<file path="src/rtl/evfg_pkg.sv">
// Shared types, codes and helpers of the event flag group.
`default_nettype none
package evfg_pkg;

    localparam int FLAG_BITS       = 24;
    localparam int TASK_W          = 4;
    localparam int PRIO_W          = 5;
    localparam int MODE_W          = 3;
    localparam int WMODE_W         = 2;
    localparam int STAT_W          = 3;
    localparam int WAITERS_DEF     = 16;
    localparam int PRIO_LEVELS_DEF = 32;

    // operation codes
    localparam logic [MODE_W-1:0] MODE_SET    = 3'd0;
    localparam logic [MODE_W-1:0] MODE_CLEAR  = 3'd1;
    localparam logic [MODE_W-1:0] MODE_WAIT   = 3'd2;
    localparam logic [MODE_W-1:0] MODE_CANCEL = 3'd3;
    localparam logic [MODE_W-1:0] MODE_DELETE = 3'd4;

    // result status codes
    localparam logic [STAT_W-1:0] ST_DONE    = 3'd0;
    localparam logic [STAT_W-1:0] ST_UNSAT   = 3'd1;
    localparam logic [STAT_W-1:0] ST_QUEUED  = 3'd2;
    localparam logic [STAT_W-1:0] ST_DELETED = 3'd3;
    localparam logic [STAT_W-1:0] ST_REJECT  = 3'd4;

    // wait mode bit positions
    localparam int WM_ALL = 0;
    localparam int WM_CLR = 1;

    typedef struct packed {
        logic [MODE_W-1:0]    mode;
        logic [FLAG_BITS-1:0] bits;
        logic [WMODE_W-1:0]   wait_mode;
        logic                 may_block;
        logic [TASK_W-1:0]    task_id;
        logic [PRIO_W-1:0]    priority_req;
    } t_in_word;

    typedef struct packed {
        logic [TASK_W-1:0]    task_id_out;
        logic [STAT_W-1:0]    status;
        logic [FLAG_BITS-1:0] rpt_flags;
        logic [FLAG_BITS-1:0] flags_now;
        logic                 last;
    } t_out_word;

    // controller to datapath
    typedef struct packed {
        logic load;
        logic step;
        logic wake;
        logic del_emit;
        logic scan;
        logic fin;
    } t_cmd;

    // datapath to controller
    typedef struct packed {
        logic op_set;
        logic op_del;
        logic at_end;
        logic sat;
        logic slot_free;
    } t_stat;

    function automatic logic cond_met(input logic [FLAG_BITS-1:0] flags,
                                      input logic [FLAG_BITS-1:0] mask,
                                      input logic all);
        if (all) begin
            return (flags & mask) == mask;
        end
        return (flags & mask) != '0;
    endfunction

endpackage
`default_nettype wire

</file>
<file path="src/rtl/evfg_ctrl.sv">
// Sequencer of the event flag group: accept, walk the table, final reply.
`default_nettype none
module evfg_ctrl (
    input  wire logic                       i_clk,
    input  wire logic                       i_rst_n,
    input  wire logic                       i_in_valid,
    input  wire logic [evfg_pkg::MODE_W-1:0] i_in_mode,
    input  wire evfg_pkg::t_stat            i_st,
    output evfg_pkg::t_cmd                  o_cmd,
    output logic                            o_busy
);

    typedef enum logic [2:0] {
        S_IDLE = 3'b001,
        S_WALK = 3'b010,
        S_FIN  = 3'b100
    } t_state;

    t_state r_state;
    t_state n_state;

    // decide the next step
    always_comb begin
        n_state = r_state;
        o_cmd   = '0;
        unique case (r_state)
            S_IDLE: begin
                if (i_in_valid) begin
                    o_cmd.load = 1'b1;
                    if (i_in_mode == evfg_pkg::MODE_SET || i_in_mode == evfg_pkg::MODE_WAIT
                        || i_in_mode == evfg_pkg::MODE_CANCEL
                        || i_in_mode == evfg_pkg::MODE_DELETE) begin
                        n_state = S_WALK;
                    end else begin
                        n_state = S_FIN;
                    end
                end
            end
            S_WALK: begin
                if (i_st.at_end) begin
                    n_state = S_FIN;
                end else if (i_st.op_set) begin
                    if (!i_st.sat) begin
                        o_cmd.step = 1'b1;
                    end else if (i_st.slot_free) begin
                        o_cmd.wake = 1'b1;
                    end
                end else if (i_st.op_del) begin
                    o_cmd.del_emit = i_st.slot_free;
                end else begin
                    o_cmd.scan = 1'b1;
                end
            end
            S_FIN: begin
                if (i_st.slot_free) begin
                    o_cmd.fin = 1'b1;
                    n_state   = S_IDLE;
                end
            end
            default: n_state = S_IDLE;
        endcase
    end

    // advance state
    always_ff @(posedge i_clk) begin
        if (!i_rst_n) begin
            r_state <= S_IDLE;
        end else begin
            r_state <= n_state;
        end
    end

    assign o_busy = (r_state != S_IDLE);

endmodule
`default_nettype wire

</file>
<file path="src/rtl/evfg_dp.sv">
// Datapath of the event flag group: flags, waiter table, output register.
`default_nettype none
module evfg_dp #(
    parameter int WAITERS     = evfg_pkg::WAITERS_DEF,
    parameter int PRIO_LEVELS = evfg_pkg::PRIO_LEVELS_DEF
) (
    input  wire logic               i_clk,
    input  wire logic               i_rst_n,
    input  wire evfg_pkg::t_in_word i_in,
    input  wire evfg_pkg::t_cmd     i_cmd,
    output evfg_pkg::t_stat         o_st,
    output logic                    o_out_valid,
    input  wire logic               i_out_stall,
    output evfg_pkg::t_out_word     o_out
);

    localparam int IW    = (WAITERS > 1) ? $clog2(WAITERS) : 1;
    localparam int CW    = $clog2(WAITERS + 1);
    localparam int PL_M1 = PRIO_LEVELS - 1;
    localparam int FB    = evfg_pkg::FLAG_BITS;

    // latched request
    logic [evfg_pkg::MODE_W-1:0]  r_op;
    logic [FB-1:0]                r_bits;
    logic [evfg_pkg::WMODE_W-1:0] r_wm;
    logic                         r_blk;
    logic [evfg_pkg::TASK_W-1:0]  r_task;
    logic [evfg_pkg::PRIO_W-1:0]  r_prio;

    // flags and waiter table
    logic [FB-1:0]                r_flags;
    logic [evfg_pkg::TASK_W-1:0]  r_t_task [WAITERS];
    logic [evfg_pkg::PRIO_W-1:0]  r_t_prio [WAITERS];
    logic [FB-1:0]                r_t_mask [WAITERS];
    logic [evfg_pkg::WMODE_W-1:0] r_t_wm   [WAITERS];
    logic [CW-1:0]                r_count;

    // walk state
    logic [CW-1:0] r_idx;
    logic          r_found;
    logic [IW-1:0] r_fidx;
    logic          r_pfound;
    logic [IW-1:0] r_pos;

    logic                r_ov;
    evfg_pkg::t_out_word r_out;

    logic [evfg_pkg::TASK_W-1:0]  e_task;
    logic [evfg_pkg::PRIO_W-1:0]  e_prio;
    logic [FB-1:0]                e_mask;
    logic [evfg_pkg::WMODE_W-1:0] e_wm;
    logic                         slot_free;
    logic [evfg_pkg::PRIO_W-1:0]  in_prio;

    logic                rem;
    logic [IW-1:0]       rem_i;
    logic                ins;
    logic                emit;
    evfg_pkg::t_out_word n_out;
    logic [FB-1:0]       n_flags;
    logic [FB-1:0]       wake_flags;

    // read the entry under the walk pointer
    assign e_task = r_t_task[r_idx[IW-1:0]];
    assign e_prio = r_t_prio[r_idx[IW-1:0]];
    assign e_mask = r_t_mask[r_idx[IW-1:0]];
    assign e_wm   = r_t_wm[r_idx[IW-1:0]];

    assign slot_free = !r_ov || !i_out_stall;
    assign in_prio   = ({3'b000, i_in.priority_req} >= 8'(PRIO_LEVELS > 255 ? 255 : PRIO_LEVELS))
                       ? evfg_pkg::PRIO_W'(PL_M1) : i_in.priority_req;

    assign o_st.op_set    = (r_op == evfg_pkg::MODE_SET);
    assign o_st.op_del    = (r_op == evfg_pkg::MODE_DELETE);
    assign o_st.at_end    = (r_idx >= r_count);
    assign o_st.sat       = evfg_pkg::cond_met(r_flags, e_mask, e_wm[evfg_pkg::WM_ALL]);
    assign o_st.slot_free = slot_free;

    assign wake_flags = e_wm[evfg_pkg::WM_CLR] ? (r_flags & ~e_mask) : r_flags;

    // build the result word and the table change
    always_comb begin
        rem     = 1'b0;
        rem_i   = r_idx[IW-1:0];
        ins     = 1'b0;
        emit    = 1'b0;
        n_flags = r_flags;
        n_out   = '0;
        if (i_cmd.wake) begin
            emit    = 1'b1;
            rem     = 1'b1;
            n_flags = wake_flags;
            n_out   = '{e_task, evfg_pkg::ST_DONE, r_flags, wake_flags, 1'b0};
        end else if (i_cmd.del_emit) begin
            emit  = 1'b1;
            n_out = '{e_task, evfg_pkg::ST_DELETED, '0, '0, 1'b0};
        end else if (i_cmd.fin) begin
            emit  = 1'b1;
            n_out = '{r_task, evfg_pkg::ST_REJECT, r_flags, r_flags, 1'b1};
            unique case (r_op)
                evfg_pkg::MODE_SET: begin
                    n_out.status = evfg_pkg::ST_DONE;
                end
                evfg_pkg::MODE_CLEAR: begin
                    n_flags         = r_flags & ~r_bits;
                    n_out.status    = evfg_pkg::ST_DONE;
                    n_out.rpt_flags = n_flags;
                    n_out.flags_now = n_flags;
                end
                evfg_pkg::MODE_WAIT: begin
                    if (r_bits == '0 || r_found) begin
                        n_out.status = evfg_pkg::ST_REJECT;
                    end else if (evfg_pkg::cond_met(r_flags, r_bits, r_wm[evfg_pkg::WM_ALL])) begin
                        if (r_wm[evfg_pkg::WM_CLR]) begin
                            n_flags = r_flags & ~r_bits;
                        end
                        n_out.status    = evfg_pkg::ST_DONE;
                        n_out.flags_now = n_flags;
                    end else if (!r_blk) begin
                        n_out.status = evfg_pkg::ST_UNSAT;
                    end else if (r_count >= CW'(WAITERS)) begin
                        n_out.status = evfg_pkg::ST_REJECT;
                    end else begin
                        ins          = 1'b1;
                        n_out.status = evfg_pkg::ST_QUEUED;
                    end
                end
                evfg_pkg::MODE_CANCEL: begin
                    if (r_found) begin
                        rem          = 1'b1;
                        rem_i        = r_fidx;
                        n_out.status = evfg_pkg::ST_UNSAT;
                    end
                end
                evfg_pkg::MODE_DELETE: begin
                    n_out = '{r_task, evfg_pkg::ST_DONE, '0, '0, 1'b1};
                end
                default: n_out.status = evfg_pkg::ST_REJECT;
            endcase
        end
    end

    // control registers
    always_ff @(posedge i_clk) begin
        if (!i_rst_n) begin
            r_flags <= '0;
            r_count <= '0;
            r_ov    <= 1'b0;
        end else begin
            if (emit) begin
                r_ov <= 1'b1;
            end else if (!i_out_stall) begin
                r_ov <= 1'b0;
            end
            if (i_cmd.load) begin
                if (i_in.mode == evfg_pkg::MODE_SET) begin
                    r_flags <= r_flags | i_in.bits;
                end else if (i_in.mode == evfg_pkg::MODE_DELETE) begin
                    r_flags <= '0;
                end
            end else begin
                r_flags <= n_flags;
            end
            if (rem) begin
                r_count <= r_count - 1'b1;
            end else if (ins) begin
                r_count <= r_count + 1'b1;
            end else if (i_cmd.fin && r_op == evfg_pkg::MODE_DELETE) begin
                r_count <= '0;
            end
        end
    end

    // payload registers: request, walk, table, output word
    always_ff @(posedge i_clk) begin
        if (emit) begin
            r_out <= n_out;
        end
        if (i_cmd.load) begin
            r_op     <= i_in.mode;
            r_bits   <= i_in.bits;
            r_wm     <= i_in.wait_mode;
            r_blk    <= i_in.may_block;
            r_task   <= i_in.task_id;
            r_prio   <= in_prio;
            r_idx    <= '0;
            r_found  <= 1'b0;
            r_pfound <= 1'b0;
            r_pos    <= r_count[IW-1:0];
        end
        if (i_cmd.step || i_cmd.del_emit) begin
            r_idx <= r_idx + 1'b1;
        end
        if (i_cmd.scan) begin
            r_idx <= r_idx + 1'b1;
            if (e_task == r_task) begin
                r_found <= 1'b1;
                r_fidx  <= r_idx[IW-1:0];
            end
            if (!r_pfound && e_prio < r_prio) begin
                r_pfound <= 1'b1;
                r_pos    <= r_idx[IW-1:0];
            end
        end
        // close the gap left by a removed waiter
        if (rem) begin
            for (int j = 0; j < WAITERS - 1; j++) begin
                if (IW'(j) >= rem_i) begin
                    r_t_task[j] <= r_t_task[j+1];
                    r_t_prio[j] <= r_t_prio[j+1];
                    r_t_mask[j] <= r_t_mask[j+1];
                    r_t_wm[j]   <= r_t_wm[j+1];
                end
            end
        end
        // open a slot and place the new waiter
        if (ins) begin
            for (int j = 1; j < WAITERS; j++) begin
                if (IW'(j) > r_pos) begin
                    r_t_task[j] <= r_t_task[j-1];
                    r_t_prio[j] <= r_t_prio[j-1];
                    r_t_mask[j] <= r_t_mask[j-1];
                    r_t_wm[j]   <= r_t_wm[j-1];
                end
            end
            r_t_task[r_pos] <= r_task;
            r_t_prio[r_pos] <= r_prio;
            r_t_mask[r_pos] <= r_bits;
            r_t_wm[r_pos]   <= r_wm;
        end
    end

    assign o_out_valid = r_ov;
    assign o_out       = r_out;

endmodule
`default_nettype wire

</file>
<file path="src/rtl/event_flag_group_waiters.sv">
// Event flag group with a priority-ordered table of waiting tasks.
//
// Input channel i_in (i_in_valid / o_in_stall) carries one request word:
// set, clear, wait, cancel or delete. Output channel o_out (o_out_valid /
// i_out_stall) returns one or more result words per request; the final one
// has last set. One request is handled at a time; o_in_stall is high from
// acceptance until the final result has been written to the output register.
// Set and delete walk the table one waiter per cycle, emitting a result per
// woken waiter; wait and cancel scan the table one entry per cycle to find a
// duplicate task and the insert position. Clear and an unknown mode do not
// walk the table. While the receiver stalls the result word holds and the
// walk pauses at the next emit. Reset clears the flags, the waiter count and
// all control state; table entries are only read below the count, so they
// need no clearing.
`default_nettype none
module event_flag_group_waiters #(
    parameter int WAITERS     = evfg_pkg::WAITERS_DEF,
    parameter int PRIO_LEVELS = evfg_pkg::PRIO_LEVELS_DEF
) (
    input  wire logic                i_clk,
    input  wire logic                i_rst_n,
    input  wire logic                i_in_valid,
    output logic                     o_in_stall,
    input  wire evfg_pkg::t_in_word  i_in,
    output logic                     o_out_valid,
    input  wire logic                i_out_stall,
    output evfg_pkg::t_out_word      o_out
);

    evfg_pkg::t_cmd  w_cmd;
    evfg_pkg::t_stat w_st;
    logic            w_busy;

    evfg_ctrl u_ctrl (
        .i_clk      (i_clk),
        .i_rst_n    (i_rst_n),
        .i_in_valid (i_in_valid),
        .i_in_mode  (i_in.mode),
        .i_st       (w_st),
        .o_cmd      (w_cmd),
        .o_busy     (w_busy)
    );

    evfg_dp #(
        .WAITERS     (WAITERS),
        .PRIO_LEVELS (PRIO_LEVELS)
    ) u_dp (
        .i_clk       (i_clk),
        .i_rst_n     (i_rst_n),
        .i_in        (i_in),
        .i_cmd       (w_cmd),
        .o_st        (w_st),
        .o_out_valid (o_out_valid),
        .i_out_stall (i_out_stall),
        .o_out       (o_out)
    );

    assign o_in_stall = w_busy;

    // at most one command per cycle
    a_cmd_onehot: assert property (@(posedge i_clk) disable iff (!i_rst_n)
        $onehot0({w_cmd.load, w_cmd.step, w_cmd.wake, w_cmd.del_emit, w_cmd.scan, w_cmd.fin}))
        else $error("more than one command issued");

    // results are only produced into a free output slot
    a_emit_free: assert property (@(posedge i_clk) disable iff (!i_rst_n)
        (w_cmd.wake || w_cmd.del_emit || w_cmd.fin) |-> w_st.slot_free)
        else $error("result written over a pending word");

    // the final reply shows up with last set
    a_fin_last: assert property (@(posedge i_clk) disable iff (!i_rst_n)
        w_cmd.fin |=> (o_out_valid && o_out.last))
        else $error("final reply missing last");

    // work commands only while a request is in progress
    a_idle_quiet: assert property (@(posedge i_clk) disable iff (!i_rst_n)
        !o_in_stall |-> !(w_cmd.step || w_cmd.wake || w_cmd.del_emit || w_cmd.scan || w_cmd.fin))
        else $error("work command while idle");

endmodule
`default_nettype wire
</file>
<file path="config.mk">
export PLATFORM = sky130hd
export DESIGN_NAME = event_flag_group_waiters
export DESIGN_NICKNAME = d
export VERILOG_FILES = /design/src/rtl/evfg_pkg.sv /design/src/rtl/evfg_ctrl.sv /design/src/rtl/evfg_dp.sv /design/src/rtl/event_flag_group_waiters.sv
export SDC_FILE = /design/constraint.sdc
export NUM_CORES = 2
export LEC_CHECK = 0
export BUFFER_PORTS_ARGS = -buffer_cell sky130_fd_sc_hd__buf_2
export CAP_MARGIN = 40
export CORE_MARGIN = 2
export CORE_UTILIZATION = 50
export CTS_CLUSTER_DIAMETER = 150
export CTS_CLUSTER_SIZE = 25
export DETAILED_ROUTE_END_ITERATION = 12
export MAX_ROUTING_LAYER = met4
export PLACE_DENSITY_LB_ADDON = 0.25
export SETUP_SLACK_MARGIN = 0.05
export SYNTH_ARGS = -nofsm -noshare
export SYNTH_HDL_FRONTEND = slang
export SYNTH_SLANG_ARGS = --single-unit
</file>
<file path="constraint.sdc">
create_clock -name i_clk -period 9.1 [get_ports i_clk]
set_input_delay 1.82 -clock i_clk [delete_from_list [all_inputs] [get_ports i_clk]]
set_output_delay 1.82 -clock i_clk [all_outputs]
set_load 0.01 [all_outputs]
</file>
# Word level (Yosys, flattened, before mapping)
# Memories as Yosys holds them, arrays and structs flattened. A register that Yosys moved wholly into a read port is not among the register bits.
# Cells that the tools add are included.
# classes
addsub,3
n_lt_le_gt_ge,33
eq_ne,20
mux,257
bitwise,64
reduce_logical,30
# op_table
operator,count
$mux 24,25
$mux 56,3
$mux 1,144
$mux 4,33
$mux 5,21
$and 24x24->24,4
$pmux 24 s2,2
$pmux 24 s3,1
$or 1x1->1,56
$eq 24x24->1,2
$not 24->24,2
$reduce_bool 24->1,2
$mux 2,17
$gt 4x4->1 const A,8
$ge 4x4->1 const A,7
$mux 3,9
$logic_not 24->1,1
$or 24x24->24,1
$reduce_or 24->1,1
$pmux 3 s3,2
$ge 3x4->1 const A,4
$gt 3x4->1 const A,4
$eq 3x2->1 const B,5
$add 5x1->5 const B,2
29 further kinds,51
# word_totals
reg_bits,143
ramBits,560
in_bits,43
out_inout_bits,58
word_cells,432
mem_count,4
# mem_list
memory,depth,width,read_ports,rd_ports_with_merged_regs,write_ports,line,rtl
u_dp.r_t_mask,16,24,17,1,16,evfg_dp.sv:34,logic [FB-1:0] r_t_mask [WAITERS];
u_dp.r_t_prio,16,5,17,1,16,evfg_dp.sv:33,logic [evfg_pkg::PRIO_W-1:0] r_t_prio [WAITERS];
u_dp.r_t_task,16,4,17,1,16,evfg_dp.sv:32,logic [evfg_pkg::TASK_W-1:0] r_t_task [WAITERS];
u_dp.r_t_wm,16,2,17,1,16,evfg_dp.sv:35,logic [evfg_pkg::WMODE_W-1:0] r_t_wm [WAITERS];

# Logic depth before layout (Yosys ltp)
# depth
depth_word,26
ltp_mapped,17
ltp_nobuf,12

# Modules after synthesis
# A second synthesis with hierarchy kept.
# unflattened
hier_cells,3391
hier_area_um2,41018.1
# modules_own_cells
module,n_inst,cells_per_inst,area_per_inst_um2
evfg_dp,1,3367,40807.9
evfg_ctrl,1,24,210.2

# Worst setup path after synthesis
# No wires, ideal clock.
# synth_path
path_type,input port to flip-flop
startpoint,in i_out_stall
endpoint,"mem u_dp.r_t_mask[2][0] (netlist name), enable pin"
setup_ns,0.483
t_arrival_ns,6.642
required_time_ns,8.617
setup_slack_ns,1.975
path_stages,9
n_path_buf,4
cell_sequence,and2_1 > or3_1 > clkbuf_1 > nor3_1 > clkbuf_1 > clkbuf_1 > buf_1 > nor2_1 > o32ai_1
# synth_lines
element,line,rtl
start: declaration,event_flag_group_waiters.sv:26,"input wire logic i_out_stall,"
end: declaration,evfg_dp.sv:34,

==> flow_summary.ini <==
[status]
status = finished clean

[synthesis]
synthArstFlopShare_pct = 0
synth_area_leaders = edfxtp_1 45%, mux2i_1 7.8%, mux4_2 5.8%
syn_area_per_cell_sq_um = 9.909
ys_seq_area_share_pct = 46.93
yosys.area.top_type = edfxtp_1
syn_inst = 4473
synth_top_area_share_pct = 44.99
yosysWarnings = 0
ys_types = 85
synth_edf_count = 664
synth_seq_cells = 707
synth-main-ff-cell = edfxtp_1
synth_fp_nets = 4528
synth_area_sq_um = 44320

[routing]
drcViolationCount = 0
ant_nets = 0
first_pass_iters = 8
drt_iter0_drc = 6616
viasPerCell = 7.303
wl_mm = 175.4
vias = 40010
wl_per_cell_um = 32.02

[sta]
fmax_mhz = 157.0
grt_setup_unrepaired = false
maxSlewHeadroom_pct = 34.11
slew_viol_final = 0
setup_tns_ns = 0
finalCritPeriodShare_pct = 69.99
setup_viol = 0
worst_pin_slew_ns = 0.9863
hold_viol = 0
fin_crit_ns = 6.369
finClkSkew_ns = 0.05635

[final_layout]
fin_util_pct = 53.67
nFillCells = 7825
syn_to_final_growth_pct = 6.693
postLayoutCellArea_sq_um = 47290
multiInputGateArea_sq_um = 21720
stdcell_count = 5478
nNetsFinal = 4351
layout_commonest_cell = edfxtp_1
final_layout_size_suffix_gt1_share_pct = 13.87
final_cell_mix = 664 x edfxtp_1, 546 x nor2_1, 441 x nand2_1, 353 x a21oi_1, 347 x mux2i_1
regArea_sq_um = 20820

[worst_setup_path]
crit_required_ns = 9.33
crit_chain = and2b_1 -> a221oi_1 -> o21ai_1 -> a21oi_1 -> a2111oi_2 -> o2111ai_1 -> o41a_1 -> nor4_4 -> nor2_1 -> o21ai_4 -> buf_4
critPathTopFamily = compound AO/OA/AOI/OAI gates
slowest_delay_ns = 0.83
critical_path_class = reg2reg
worstPathArrival_ns = 6.60
worst-path-buf-inv = 1
critPathSlowestCell = and2b_1
endpoint_kind = flop
cp-start-kind = flop
worstPathMaxFanout = 30

[clock_network]
numCtsBuffers = 34
path_clk_slew_ns = 0.11
post_cts_buffers = 0
cts-hold-fix-buffers = 0
clockBufferDepth = 3
h-tree-depth = 2
cts_tree = done
cts-root-buf = clkbuf_16
clk_latency_ns = 0.64
cts_sinks = 707
post_cts_resized = 0

[floorplan]
initial_core_util_pct = 50.31
core_area_sq_um = 88100
fp.dieW_um = 301.7
num_rows = 109
ios = 101
dieArea_sq_um = 91040
die_h_um = 301.7

[global_routing]
grt-ovfl-total = 0
grt_max_degree = 103
antenna_found_initial = 3
grt_pass1_wl_mm = 252.5
grt_usage_pct = 38.79
grt_pass1_vias = 36730

[power]
p_per_area_nw_per_um2 = 163.3
max-vdd-ir-drop_mv = 0.1869
leakagePower_nw = 16.89

[placement]
port_buffers = 100
place_congestion = 1.043
dp.cells = 5424
hpwl_mm = 108.8
place_area_sq_um = 46280

[run]
cap_violations = 0

[hold_path]
min_path_type = reg2reg
## worst reg2reg max path: cells and delay by family (launching register included)
kind | cells | cell delay (ns)
flops | 1 | 0.73
buf+inv | 1 | 0.69
compound gates | 7 | 2.94
simple gates | 3 | 1.56
## per-layer routing
| metal | vias up | wire length, um | global-route usage [%] |
|---|---|---|---|
| li1 | 16500 | - | - |
| met1 | 19160 | 61320 | 48.89 |
| met2 | 3522 | 76470 | 56.85 |
| met3 | 829 | 24780 | 9.193 |
| met4 | 0 | 12840 | 23.21 |
| met5 | - | 0 | - |
## where the power goes
| part | total [mW] | internal (mW) | switching, mW |
|---|---|---|---|
| logic | 2.08 | 0.684 | 1.39 |
| clock network | 1.89 | 0.758 | 1.14 |
| registers | 3.75 | 3.62 | 0.134 |
## layout make-up
class                   instances  share of cell area, %
repair buffers                240                  4.141
multi-input cells            3224                  45.94
diodes                          3                0.01588
well taps                    1165                  3.083
clock inverters                 1                0.04233
clock buffers                  49                  2.053
flip-flops and latches        707                  44.02
inverters                      89                 0.7065
## state kept, by name (all words and copies together) (netlist names), 4 cells and up, named ones only
register,count
u_dp.r_pos,4
u_dp.r_bits,24
u_dp.r_flags,24
u_dp.r_idx,5
u_dp.r_fidx,4
u_dp.o_out,56
u_dp.r_t_wm,32
u_dp.r_t_prio,80
u_dp.r_task,4
u_dp.r_prio,5
u_dp.r_count,5
u_dp.r_t_mask,384
u_dp.r_t_task,64
## per-stage QoR
| step | setup slack [ns] | hold WS [ns] | power (mW) |
|---|---|---|---|
| after floorplan | 1.975 | 0.4279 | 5.034 |
| after global placement | 2.706 | 0.5211 | 5.759 |
| after detailed placement | 2.826 | 0.5271 | 5.797 |
| after CTS | 2.981 | 0.5422 | 7.605 |
| after global routing | 2.713 | 0.5984 | 7.854 |
| final | 2.731 | 0.5448 | 7.721 |
## kinds of logic after synthesis
| kind of cell | count (synthesis) | synth area share [%] |
|---|---|---|
| AO/OA/AOI/OAI | 1178 | 16.88 |
| buffers and inverters | 542 | 5.019 |
| multiplexers | 548 | 15.84 |
| flip-flops | 707 | 46.93 |
| AND/OR/NAND/NOR | 1476 | 14.80 |
| XOR/XNOR | 10 | 0.1976 |
| adder cells (fa/ha/maj) | 12 | 0.3388 |
## Yosys cell counts, drive strengths merged (4+ instances only)
master   number
dfxtp        43
a22oi        31
or2           4
mux2         87
a21oi       355
a221oi       67
mux4        114
nand2b       11
and2         12
nand4        16
nor2        553
clkbuf      354
inv          87
a211oi       81
or3          11
nor3b         5
a2111oi       6
edfxtp      664
o211a        40
a221o         9
xor2          6
nor4        116
a22o         16
and3          4
o21ai       337
o2bb2ai       5
ha           12
o211ai       42
nand4b        4
nand2       453
o21a          8
o221a        39
a31oi        74
nand3        71
mux2i       347
a21boi        4
nor3        151
or4          39
o22ai        16
nor2b        19
buf          99
xnor2         4
o31ai         4
a21o         12
o2111ai       5
## final timing paths
path,startpoint,end,slack (ns),cells past startpoint
worst min-delay path,u_dp.r_flags[2],u_dp.r_flags[2],0.54,2
worst max-delay path,flop,u_dp.r_t_prio[11][2],2.73,11
worst min register to register,u_dp.r_flags[2],u_dp.r_flags[2],0.54,2
worst max register to register,flop,u_dp.r_t_prio[11][2],2.73,11
(Power assumes the default switching activity.)
